**src/hw/rtl/sff_pkg.sv**
```systemverilog
package sff_pkg;

  localparam int DEF_RULE_ENTRIES = 64;
  localparam int DEF_FLOW_ENTRIES = 1024;
  localparam int QUEUE_DEPTH      = 2;

  localparam logic [1:0] REQ_PACKET    = 2'd0;
  localparam logic [1:0] REQ_RULE3     = 2'd1;
  localparam logic [1:0] REQ_RULE5     = 2'd2;
  localparam logic [1:0] REQ_FLOW_READ = 2'd3;

  localparam logic [1:0] STATUS_OK   = 2'd0;
  localparam logic [1:0] STATUS_FULL = 2'd1;
  localparam logic [1:0] STATUS_MISS = 2'd2;

  // Rule action that turns into a drop verdict.
  localparam logic ACTION_DROP = 1'b0;

  typedef struct packed {
    logic [1:0]  req_type;
    logic [7:0]  protocol;
    logic [31:0] src_ip;
    logic [31:0] dst_ip;
    logic [15:0] src_port;
    logic [15:0] dst_port;
    logic [7:0]  pkt_flags;
    logic [63:0] now_ns;
    logic        rule_action;
    logic        key_sym;
  } job_t;

  typedef struct packed {
    logic [1:0]  status;
    logic        verdict;
    logic        rule_hit;
    logic        flow_created;
    logic [7:0]  flow_flags;
    logic [63:0] flow_count;
    logic [63:0] flow_time;
  } res_t;

endpackage

```
**src/hw/rtl/sff_front.sv**
```systemverilog
module sff_front import sff_pkg::*; (
  input  logic        clk,
  input  logic        rst,
  input  logic        req_valid,
  output logic        req_stall,
  input  logic [1:0]  req_type,
  input  logic [7:0]  protocol,
  input  logic [31:0] src_ip,
  input  logic [31:0] dst_ip,
  input  logic [15:0] src_port,
  input  logic [15:0] dst_port,
  input  logic [7:0]  pkt_flags,
  input  logic [63:0] now_ns,
  input  logic        rule_action,
  input  logic        q_full,
  output logic        push,
  output job_t        push_job
);

  logic held;
  logic accept;
  job_t job;

  // The held word waits here only while the queue is full.
  assign req_stall = held & q_full;
  assign push      = held & ~q_full;
  assign accept    = req_valid & ~req_stall;
  assign push_job  = job;

  always_ff @(posedge clk) begin
    if (rst) begin
      held <= 1'b0;
    end else begin
      held <= accept | (held & q_full);
    end
  end

  always_ff @(posedge clk) begin
    if (accept) begin
      job.req_type    <= req_type;
      job.protocol    <= protocol;
      job.src_ip      <= src_ip;
      job.dst_ip      <= dst_ip;
      job.src_port    <= src_port;
      job.dst_port    <= dst_port;
      job.pkt_flags   <= pkt_flags;
      job.now_ns      <= now_ns;
      job.rule_action <= rule_action;
      // Reverse key equals forward key when both ends are the same.
      job.key_sym     <= (src_ip == dst_ip) && (src_port == dst_port);
    end
  end

endmodule

```
**config.mk**
```make
export PLATFORM = sky130hd
export DESIGN_NAME = sff_front
export DESIGN_NICKNAME = d
export VERILOG_FILES = /design/src/hw/rtl/sff_pkg.sv /design/src/hw/rtl/sff_front.sv
export SDC_FILE = /design/constraint.sdc
export NUM_CORES = 1
export LEC_CHECK = 0
export BUFFER_PORTS_ARGS = -buffer_cell sky130_fd_sc_hd__buf_4
export CAP_MARGIN = 15
export CORE_UTILIZATION = 30
export CTS_CLUSTER_SIZE = 16
export DETAILED_ROUTE_END_ITERATION = 10
export PLACE_DENSITY = 0.56
export SYNTH_ARGS = -nofsm -noshare
export SYNTH_HDL_FRONTEND = slang
export SYNTH_SLANG_ARGS = --single-unit
```
**constraint.sdc**
```tcl
create_clock -name clk -period 14.7 [get_ports clk]
set_clock_uncertainty 0.2 [all_clocks]
set_input_delay 2.94 -clock clk [delete_from_list [all_inputs] [get_ports clk]]
set_output_delay 2.94 -clock clk [all_outputs]
set_load 0.1 [all_outputs]
```
== Yosys cells after proc, flatten, opt, wreduce, memory -nomap -nowiden ==
Index checks and enable logic that the tools add are counted.

* Equality and inequality tests: 2
* Bitwise gates (word level): 6
* Reductions and logical operators: 1

{| class="wikitable"
|+ Operators with widths
! operator !! number
|-
| == test 32 bit || 1
|-
| == test 16 bit || 1
|-
| AND 1 bit || 3
|-
| inverter 1 bit || 2
|-
| logical AND 1 bit || 1
|-
| OR 1 bit || 1
|}

* Register bits: 181
* Bits of input ports: 183
* Output and inout bits: 182

== Longest topological paths before layout ==
* Word-level depth: 4
* Mapped depth: 4
* Mapped depth without buffers: 4

== Worst setup path before layout ==
Ideal clock, no wire load.

* Kind: input port to flip-flop
* Start: input port q_full
* End: register job, in the netlist push_job[0] (enable)
* Setup time: 740 ps
* Arrival: 11463 ps
* Required time: 13760 ps
* Path slack: 2297 ps
* Stages: 2
* Cell sequence: and2_1 -> nor2b_1

* Cells in the longest elaborated chain, start to end: 3

{| class="wikitable"
|+ Ends and longest elaborated chain
! element !! line !! source
|-
| start, declared || sff_front.sv:15 || <nowiki>input logic q_full,</nowiki>
|-
| AND 1 bit || sff_front.sv:25 || <nowiki>assign req_stall = held & q_full;</nowiki>
|-
| inverter 1 bit || sff_front.sv:27 || <nowiki>assign accept = req_valid & ~req_stall;</nowiki>
|-
| AND 1 bit || sff_front.sv:27 ||
|-
| via accept || sff_front.sv:21 || <nowiki>logic accept;</nowiki>
|-
| end, declared || sff_front.sv:22 || <nowiki>job_t job;</nowiki>
|}

The timed path passes the listed nets, and every way through them passes these cells.
A chain may end at the register's enable or synchronous reset.

== Worst setup path after layout ==
* Start: input port q_full
* End: output port req_stall

* Cells in the longest elaborated chain, start to end: 1

{| class="wikitable"
|+ Ends and longest elaborated chain
! element !! line !! source
|-
| AND 1 bit || sff_front.sv:25 ||
|-
| end, declared || sff_front.sv:5 || <nowiki>output logic req_stall,</nowiki>
|}

Every way passes these cells.

==> reports/qor.txt <==
Run status - finished clean
Die H - 143 um
Setup slack, reg-to-reg - 12.37 ns
Largest net degree at the start of global routing - 87
RSZ-0062 raised after global routing - false
Syn. warnings - 0
CP Class - input port to primary output
CTS root buf - clkbuf_16
GRT Util Overall - 0.147
Initial antenna violation count - 0
Area leader, netlist - edfxtp_1
# rows - 51
Clk slew on worst S/H paths - 0.07 ns
Drt pass-1 iters - 4
CTS tree - built
Synth Area per Inst - 23.9 sq um
# setup viols final - 0
N_diodes - 0
Vias in the first global route - 3842
Crit path arrival time - 3.56 ns
Worst Setup Start Kind - input port
Worst-skew pair later-pin latency - 0.42 ns
Fin crit period - 6.70 ns
Post-DP HPWL - 12200 um
Clk sinks - 181
Peak supply drop - 0.0753 mV
Fin. max-slew vios - 0
GPL Wtd Cong - 0.739
Die W - 143 um
# H-tree levels - 4
CP required - 11.56 ns
Synth Flop Type - edfxtp_1
I/O pins - 365
Final antenna-violating net count - 0
Initial Util - 0.307
Final worst setup slack - 8.00 ns
Post-Syn Area - 0.00598 sq mm
Remaining DRCs - 0
Pleak - 4.03 nW
Synth cell types - 9
Dominant cell by count in the synthesized netlist - edfxtp_1
Die area - 0.0205 sq mm
Fmax - 149 MHz
Vias per inst - 4.13
FFs w/ async S/R, synth - 0
First-pass GRT wire length - 21700 um
Worst Hold Class - flip-flop to flip-flop
Final hold viol count - 0
Fraction of layout cells with a size suffix above 1 - 0.616
CTS Buffer Depth - 2
Post-CTS resize count - 0
Synth top area share - 0.905
Routed len/inst - 17.2 um
Top cells by area, synth - edfxtp_1 90%, xor2_1 7.0%, nor4_1 1.3%, dfxtp_1 0.34%, nand4_1 0.31%
Power Density - 143 mW/mm^2
Worst-path fanout max - 3
Buffers on Ports - 364
Max_slew headroom - 0.266
Post-synth EDFFs - 180
Final setup TNS - 0 ns
Mapped Cells - 250
Gr ovfl total - 0
Worst slew pin tran - 1.10 ns
Area Growth Syn to Fin - 61.5%
Routed via count - 3769
Crit. End Element - primary output
#FFs+latches synth - 181
Routed WL - 15700 um
Nets@finish - 818
Setup bufs post-CTS - 0
Syn_nets - 433
Fin crit share - 0.456
Post-Place Setup Slack - 8.01 ns
Post-synthesis sequential area ratio - 0.908
Num CTS Buffers - 17
Max-Cap Viols - 0
Number of DRC markers in iteration 0 - 147
Hold_buf cts - 0
Core area - 0.0195 sq mm
Top post-synthesis cells by count - 180 x edfxtp_1, 48 x xor2_1, 12 x nor4_1
## worst paths after layout
path,cells after the start,to,startpoint
worst max-delay path,3,req_stall,q_full
worst min-delay path,3,held$_SDFF_PP0_,held$_SDFF_PP0_
worst max register to register,3,push_job[156]$_DFFE_PP_,held$_SDFF_PP0_
worst min register to register,3,held$_SDFF_PP0_,held$_SDFF_PP0_
## routing by layer
| layer | GRT usage | vias to the layer above | wire length (um) |
|---|---|---|---|
| li1 | - | 1750 | - |
| met1 | 0.154 | 1787 | 5380 |
| met2 | 0.254 | 214 | 8100 |
| met3 | 0.0661 | 18 | 1890 |
| met4 | 0.0673 | 0 | 307 |
| met5 | 0 | - | 0 |
## state kept, by name, summed over array words and instances, names as in the netlist
register	count
held	1
push_job	180
## final cells by class
| type | count | area (sq um) |
|---|---|---|
| Timing Repair Buffer | 366 | 2750 |
| Clock inverter | 15 | 164 |
| Fill cell | 1671 | 9810 |
| Multi-Input combinational cell | 69 | 558 |
| Sequential cell | 181 | 5430 |
| Tap cell | 265 | 332 |
| Clock buffer | 17 | 425 |
## stage by stage
stage,util,std cells,area (sq um),hold slack [ns],power [mW]
after floorplan,-,250,5980,0.846,0.860
after global placement,0.466,881,9060,0.451,0.948
after detailed placement,0.466,881,9060,0.469,0.950
after CTS,0.496,913,9650,0.484,1.40
after global routing,0.496,913,9650,0.549,1.43
final,0.496,913,9650,0.489,1.38
## where the power goes
group	switching, mW	leakage, nW	internal (mW)
Combinational	0.252	1.99	0.0721
Sequential	0.00796	1.75	0.604
Clock	0.207	0.290	0.241
## cells in the final DEF (no fill, tap or decap), drive strengths merged
| cell type | count |
|---|---|
| buf | 366 |
| edfxtp | 180 |
| xor2 | 48 |
| clkbuf | 17 |
| nor4 | 12 |
| inv | 7 |
| clkinv | 7 |
| nand4 | 3 |
| nor2 | 2 |
| nor2b | 2 |
| nor3 | 1 |
| and2 | 1 |
| bufinv | 1 |
| dfxtp | 1 |
## cell families (layout without fill, tap and decap cells)
| logic type | after synthesis | count (layout) | synth area share |
|---|---|---|---|
| xor gates and xnor gates | 48 | 48 | 0.0704 |
| DFF | 181 | 181 | 0.908 |
| buffers and inverters | 0 | 398 | 0 |
| and+or+nand+nor | 21 | 21 | 0.0218 |
## worst max-delay path, stage by stage
cell and delay, ns:
buf_4 0.08, and2_1 0.21, buf_4 0.32
No activity file was read; power rests on OpenSTA's default activity.
