--- config.mk ---
export PLATFORM = sky130hd
export DESIGN_NAME = sff_queue
export DESIGN_NICKNAME = d
export VERILOG_FILES = /design/src/hw/rtl/sff_pkg.sv /design/src/hw/rtl/sff_queue.sv
export SDC_FILE = /design/constraint.sdc
export NUM_CORES = 1
export LEC_CHECK = 0
export ABC_CLOCK_PERIOD_IN_PS = 4920
export CAP_MARGIN = 10
export CORE_ASPECT_RATIO = 1.25
export CORE_MARGIN = 5
export CORE_UTILIZATION = 47
export DETAILED_ROUTE_END_ITERATION = 10
export DONT_BUFFER_PORTS = 1
export PLACE_DENSITY_LB_ADDON = 0.12
export SYNTH_ARGS = -nofsm -noshare
export SYNTH_HDL_FRONTEND = slang
export SYNTH_SLANG_ARGS = --single-unit
--- constraint.sdc ---
create_clock -name clk -period 4.92 [get_ports clk]
set_input_delay 0.492 -clock clk [delete_from_list [all_inputs] [get_ports clk]]
set_output_delay 0.492 -clock clk [all_outputs]
set_load 0.05 [all_outputs]
--- src/hw/rtl/sff_pkg.sv ---
package sff_pkg;

  localparam int DEF_RULE_ENTRIES = 64;
  localparam int DEF_FLOW_ENTRIES = 1024;
  localparam int QUEUE_DEPTH      = 2;

  localparam logic [1:0] REQ_PACKET    = 2'd0;
  localparam logic [1:0] REQ_RULE3     = 2'd1;
  localparam logic [1:0] REQ_RULE5     = 2'd2;
  localparam logic [1:0] REQ_FLOW_READ = 2'd3;

  localparam logic [1:0] STATUS_OK   = 2'd0;
  localparam logic [1:0] STATUS_FULL = 2'd1;
  localparam logic [1:0] STATUS_MISS = 2'd2;

  // Rule action that turns into a drop verdict.
  localparam logic ACTION_DROP = 1'b0;

  typedef struct packed {
    logic [1:0]  req_type;
    logic [7:0]  protocol;
    logic [31:0] src_ip;
    logic [31:0] dst_ip;
    logic [15:0] src_port;
    logic [15:0] dst_port;
    logic [7:0]  pkt_flags;
    logic [63:0] now_ns;
    logic        rule_action;
    logic        key_sym;
  } job_t;

  typedef struct packed {
    logic [1:0]  status;
    logic        verdict;
    logic        rule_hit;
    logic        flow_created;
    logic [7:0]  flow_flags;
    logic [63:0] flow_count;
    logic [63:0] flow_time;
  } res_t;

endpackage

--- src/hw/rtl/sff_queue.sv ---
module sff_queue import sff_pkg::*; (
  input  logic clk,
  input  logic rst,
  input  logic push,
  input  job_t push_job,
  output logic full,
  input  logic pop,
  output logic q_valid,
  output job_t pop_job
);

  localparam int PW = (QUEUE_DEPTH > 1) ? $clog2(QUEUE_DEPTH) : 1;
  localparam int CW = $clog2(QUEUE_DEPTH + 1);

  job_t          slots [QUEUE_DEPTH];
  logic [PW-1:0] wr_ptr;
  logic [PW-1:0] rd_ptr;
  logic [CW-1:0] count;
  logic          do_push;
  logic          do_pop;

  assign full    = (count == CW'(QUEUE_DEPTH));
  assign q_valid = (count != '0);
  assign do_push = push & ~full;
  assign do_pop  = pop & q_valid;
  assign pop_job = slots[rd_ptr];

  always_ff @(posedge clk) begin
    if (rst) begin
      wr_ptr <= '0;
      rd_ptr <= '0;
      count  <= '0;
    end else begin
      if (do_push) begin
        wr_ptr <= (wr_ptr == PW'(QUEUE_DEPTH - 1)) ? '0 : wr_ptr + PW'(1);
      end
      if (do_pop) begin
        rd_ptr <= (rd_ptr == PW'(QUEUE_DEPTH - 1)) ? '0 : rd_ptr + PW'(1);
      end
      count <= count + CW'(do_push) - CW'(do_pop);
    end
  end

  always_ff @(posedge clk) begin
    if (do_push) begin
      slots[wr_ptr] <= push_job;
    end
  end

endmodule

* After elaboration in Yosys (flattened, before gate mapping)
Memories as Yosys holds them, arrays and structs flattened. A register that Yosys moved wholly into a read port is not among the register bits.
Cells that the tools add are included.
** Word-level totals
- Register bits :: 4
- Memory bits (writable) :: 360
- Bits of input ports :: 184
- Output and inout bits :: 182
- Logic and storage cells :: 19
- Memories kept :: 1
** Memories
- slots :: words 2, bits a word 180, rd ports 1, clocked after memory_dff 1, wr ports 1, RTL line sff_queue.sv:15 : job_t slots [QUEUE_DEPTH];
** Cells by class
- $add $sub $neg :: 4
- Eq/ne operators :: 1
- Mux-type cells :: 6
- Bitwise gates (word level) :: 3
- Reductions and logical operators :: 1
** Operators by type and width (number)
- 1-bit 2-to-1 mux :: 6
- 1-bit adder (second input constant) :: 2
- 2-bit by 1-bit adder with 2-bit output :: 1
- 1-bit AND :: 2
- 2-bit equality test (second input constant) :: 1
- 2-bit nonzero test :: 1
- 2-bit by 1-bit subtractor with 2-bit output :: 1
- 1-bit NOT :: 1

* Logic depth before layout (Yosys ltp)
- Word-level depth :: 5
- Gate-level depth with buffers :: 8
- Gate-level depth less buffers :: 8

* Worst setup path after synthesis
No wires, ideal clock.
- Path type :: input-to-reg
- From :: input push
- To :: memory slots[1][0] (netlist bit), enable pin
- Data arrival time :: 4660 ps
- Required time :: 4357 ps
- Slack :: -303 ps
- Cell stages on the path :: 1
- Buffers on the path :: 0
- Path through :: and3_1
** On the way
- Word-level cells in the longest chain between the ends :: 3
** RTL lines
- start, declared :: RTL line sff_queue.sv:4 : input logic push,
- 1-bit AND :: RTL line sff_queue.sv:24 : assign do_push = push & ~full;
- 1-bit 2-to-1 mux :: RTL line sff_queue.sv:45 : if (do_push) begin
- 1-bit 2-to-1 mux (implied by the code) :: RTL line sff_queue.sv:46 : slots[wr_ptr] <= push_job;
- end, declared :: RTL line sff_queue.sv:15
Every way passes these cells.

==> results.tsv <==
metric	value	unit
setup_violations	0	
hold_viol	0	
cts_buffers	36	
fmax	322.2	MHz
rows	69	
post_cts_resized	0	
ant_nets	0	
intPower	6.460	mW
io_pins	366	
cts_setup_buffers	0	
whs_path_depth	1	
start_kind	flip-flop	
clockPowerShare	25.9	%
via_per_inst	5.429	
slew_viol_final	0	
yosysSeqAreaShare	80.10	%
reg2reg_to	slots[0][139]	
ir_drop	0.0004388	V
antenna_found_initial	0	
layout_commonest_cell	edfxtp_1	
crit_arrival	2.61	ns
setup_slack	1.816	ns
track_usage	15.56	%
crit_path_max_incr_delay	1.00	ns
grt_pass1_wl	37850	um
p_seq_share	40.1	%
ys_types	22	
min_path_type	input port to flip-flop	
clk_latency	0.50	ns
r2r-start	count[0]	
final_cell_mix	edfxtp_1 (360), mux2_4 (100), mux2_2 (80), clkbuf_16 (37), clkinv_1 (9)	
synth.top_cells.by_area	edfxtp_1 (79%), mux2_4 (11%), mux2_2 (6.6%)	
num_antenna_cells	0	
first_global_vias	5906	
critPathRequiredTime	4.43	ns
finalClockSkew	0.01082	ns
gp_congestion	0.7509	
first_pass_iters	4	
fin_nets	799	
wire_per_inst	26.49	um
swShare	37.68	%
cellPowerDensity	683.2	nW/um^2
nFillCells	2224	
clk_path_buf_depth	3	
period_minus_slack	3.104	ns
rsz0062_at_grt	no	
clock-sinks	365	
reg2reg_slack	1.96	ns
combPwrFrac	34.0	%
area_growth	11.38	%
synth_fp_nets	773	
p_leak	5.114	nW
die_x	162.3	um
cp_max_fo	70	
dp_cells	930	
clkTransAtPathRegs	0.06	ns
vias	5386	
gr-total-overflow	0	
drt_iter0_markers	230	
reg2reg_depth	5	
synthDominantAreaCellType	edfxtp_1	
htreeDepth	2	
dp_hpwl	17960	um
initial_utilization	47.81	%
timing.final.crit_share	63.09	%
die_area	32510	um^2
slew_headroom	25.21	%
total_power	10.37	mW
root_buffer	clkbuf_16	
synth_area	13620	um^2
outcome	finished, final reports clean	
drc	0	
syn_avg_cell_area	23.20	um^2
die_height	200.3	um
totalWireLength	26280	um
hold_start	rst	
worst_slew_pin_slew	1.119	ns
yosysWarningCount	0	
holdBufCountCts	0	
cts_tree	done	
criticalPathCategory	flip-flop to output port	
synthCells	587	
endpoint_kind	output port	
max_cap_viol_count	0	
core	28490	um^2
switching_power	3.906	mW
cp_cell_sequence	buf_4 -> mux2_2	
synth_top_area_share	79.37	%
grt_max_degree	96	
final_cells	992	
drive_above_1_share	37.68	%
place_ws	1.950	ns
setup_tns	0	ns
crit_slowest_cell	dfxtp_4	
ys_ff_latch	365	
portBuffers	0	
fin_hold_ws	0.04267	ns
-- metrics by stage --
| step | utilization, % | instance area (um^2) |
|---|---|---|
| after floorplan | - | 13630 |
| after global placement | 49.18 | 14010 |
| after detailed placement | 49.18 | 14010 |
| after CTS | 53.25 | 15170 |
| after global routing | 53.25 | 15170 |
| final | 53.25 | 15170 |
-- registers in the layout (all words and copies together) (netlist names), named ones only --
register  cells
count         2
rd_ptr        1
slots       360
wr_ptr        1
-- how the worst max path moves through the flow --
stage,slack [ns],end,cells after the start
5_1_grt,1.66,pop_job[52],2
4_1_cts,1.72,pop_job[52],2
3_3_place_gp,2.00,slots[0][113],5
3_5_place_dp,1.95,slots[0][114],5
2_1_floorplan,0.83,slots[0][0],4
6_report,1.82,pop_job[52],2
-- power groups by stage --
| stage | clock (mW) | combinational [mW] | sequential [mW] |
|---|---|---|---|
| floorplan | 0 | 3.32 | 4.14 |
| global placement | 0 | 3.56 | 4.20 |
| detailed placement | 0 | 3.58 | 4.23 |
| CTS | 2.77 | 3.58 | 4.17 |
| global route | 2.91 | 3.64 | 4.20 |
| finish | 2.69 | 3.52 | 4.16 |
-- layout make-up --
| class | count | area, um^2 | area share (%) |
|---|---|---|---|
| flip-flops and latches | 365 | 10910 | 71.94 |
| multi-input cells | 198 | 2525 | 16.64 |
| clock buffers | 42 | 944.7 | 6.227 |
| well taps | 355 | 444.2 | 2.928 |
| clock inverters | 20 | 214.0 | 1.410 |
| repair buffers | 8 | 110.1 | 0.7258 |
| inverters | 4 | 18.77 | 0.1237 |
-- critical path, delay by kind of cell, from the launching register on --
| kind | cells | cell delay [ns] |
|---|---|---|
| muxes | 1 | 0.53 |
| DFF | 1 | 1.00 |
| buffers and inverters | 1 | 0.53 |
-- cells in the mapped netlist, drive strengths merged --
cell    count
a21oi       1
and2        1
and3        1
buf        20
dfxtp       5
edfxtp    360
ha          2
inv         4
mux2      180
nand2       1
nand2b      1
nor2        3
nor2b       1
nor3        1
o21a        1
o21ai       1
or2         1
or3         1
xnor2       1
xor2        1
-- cells by family after synthesis --
logic type	Yosys count	share of synthesized area [%]
DFF	365	80.10
muxes	180	17.64
buffers and inverters	24	1.396
and+or+nand+nor	11	0.4227
AOI/OAI and AO/OA	3	0.1286
xor gates and xnor gates	2	0.1286
adders and majority gates	2	0.1837
-- per-layer routing --
metal | global-route usage, % | routed length (um)
met1 | 14.19 | 7960
met2 | 27.92 | 14050
met3 | 9.745 | 3633
met4 | 5.107 | 635
met5 | 0 | 0
(Power assumes the default switching activity.)
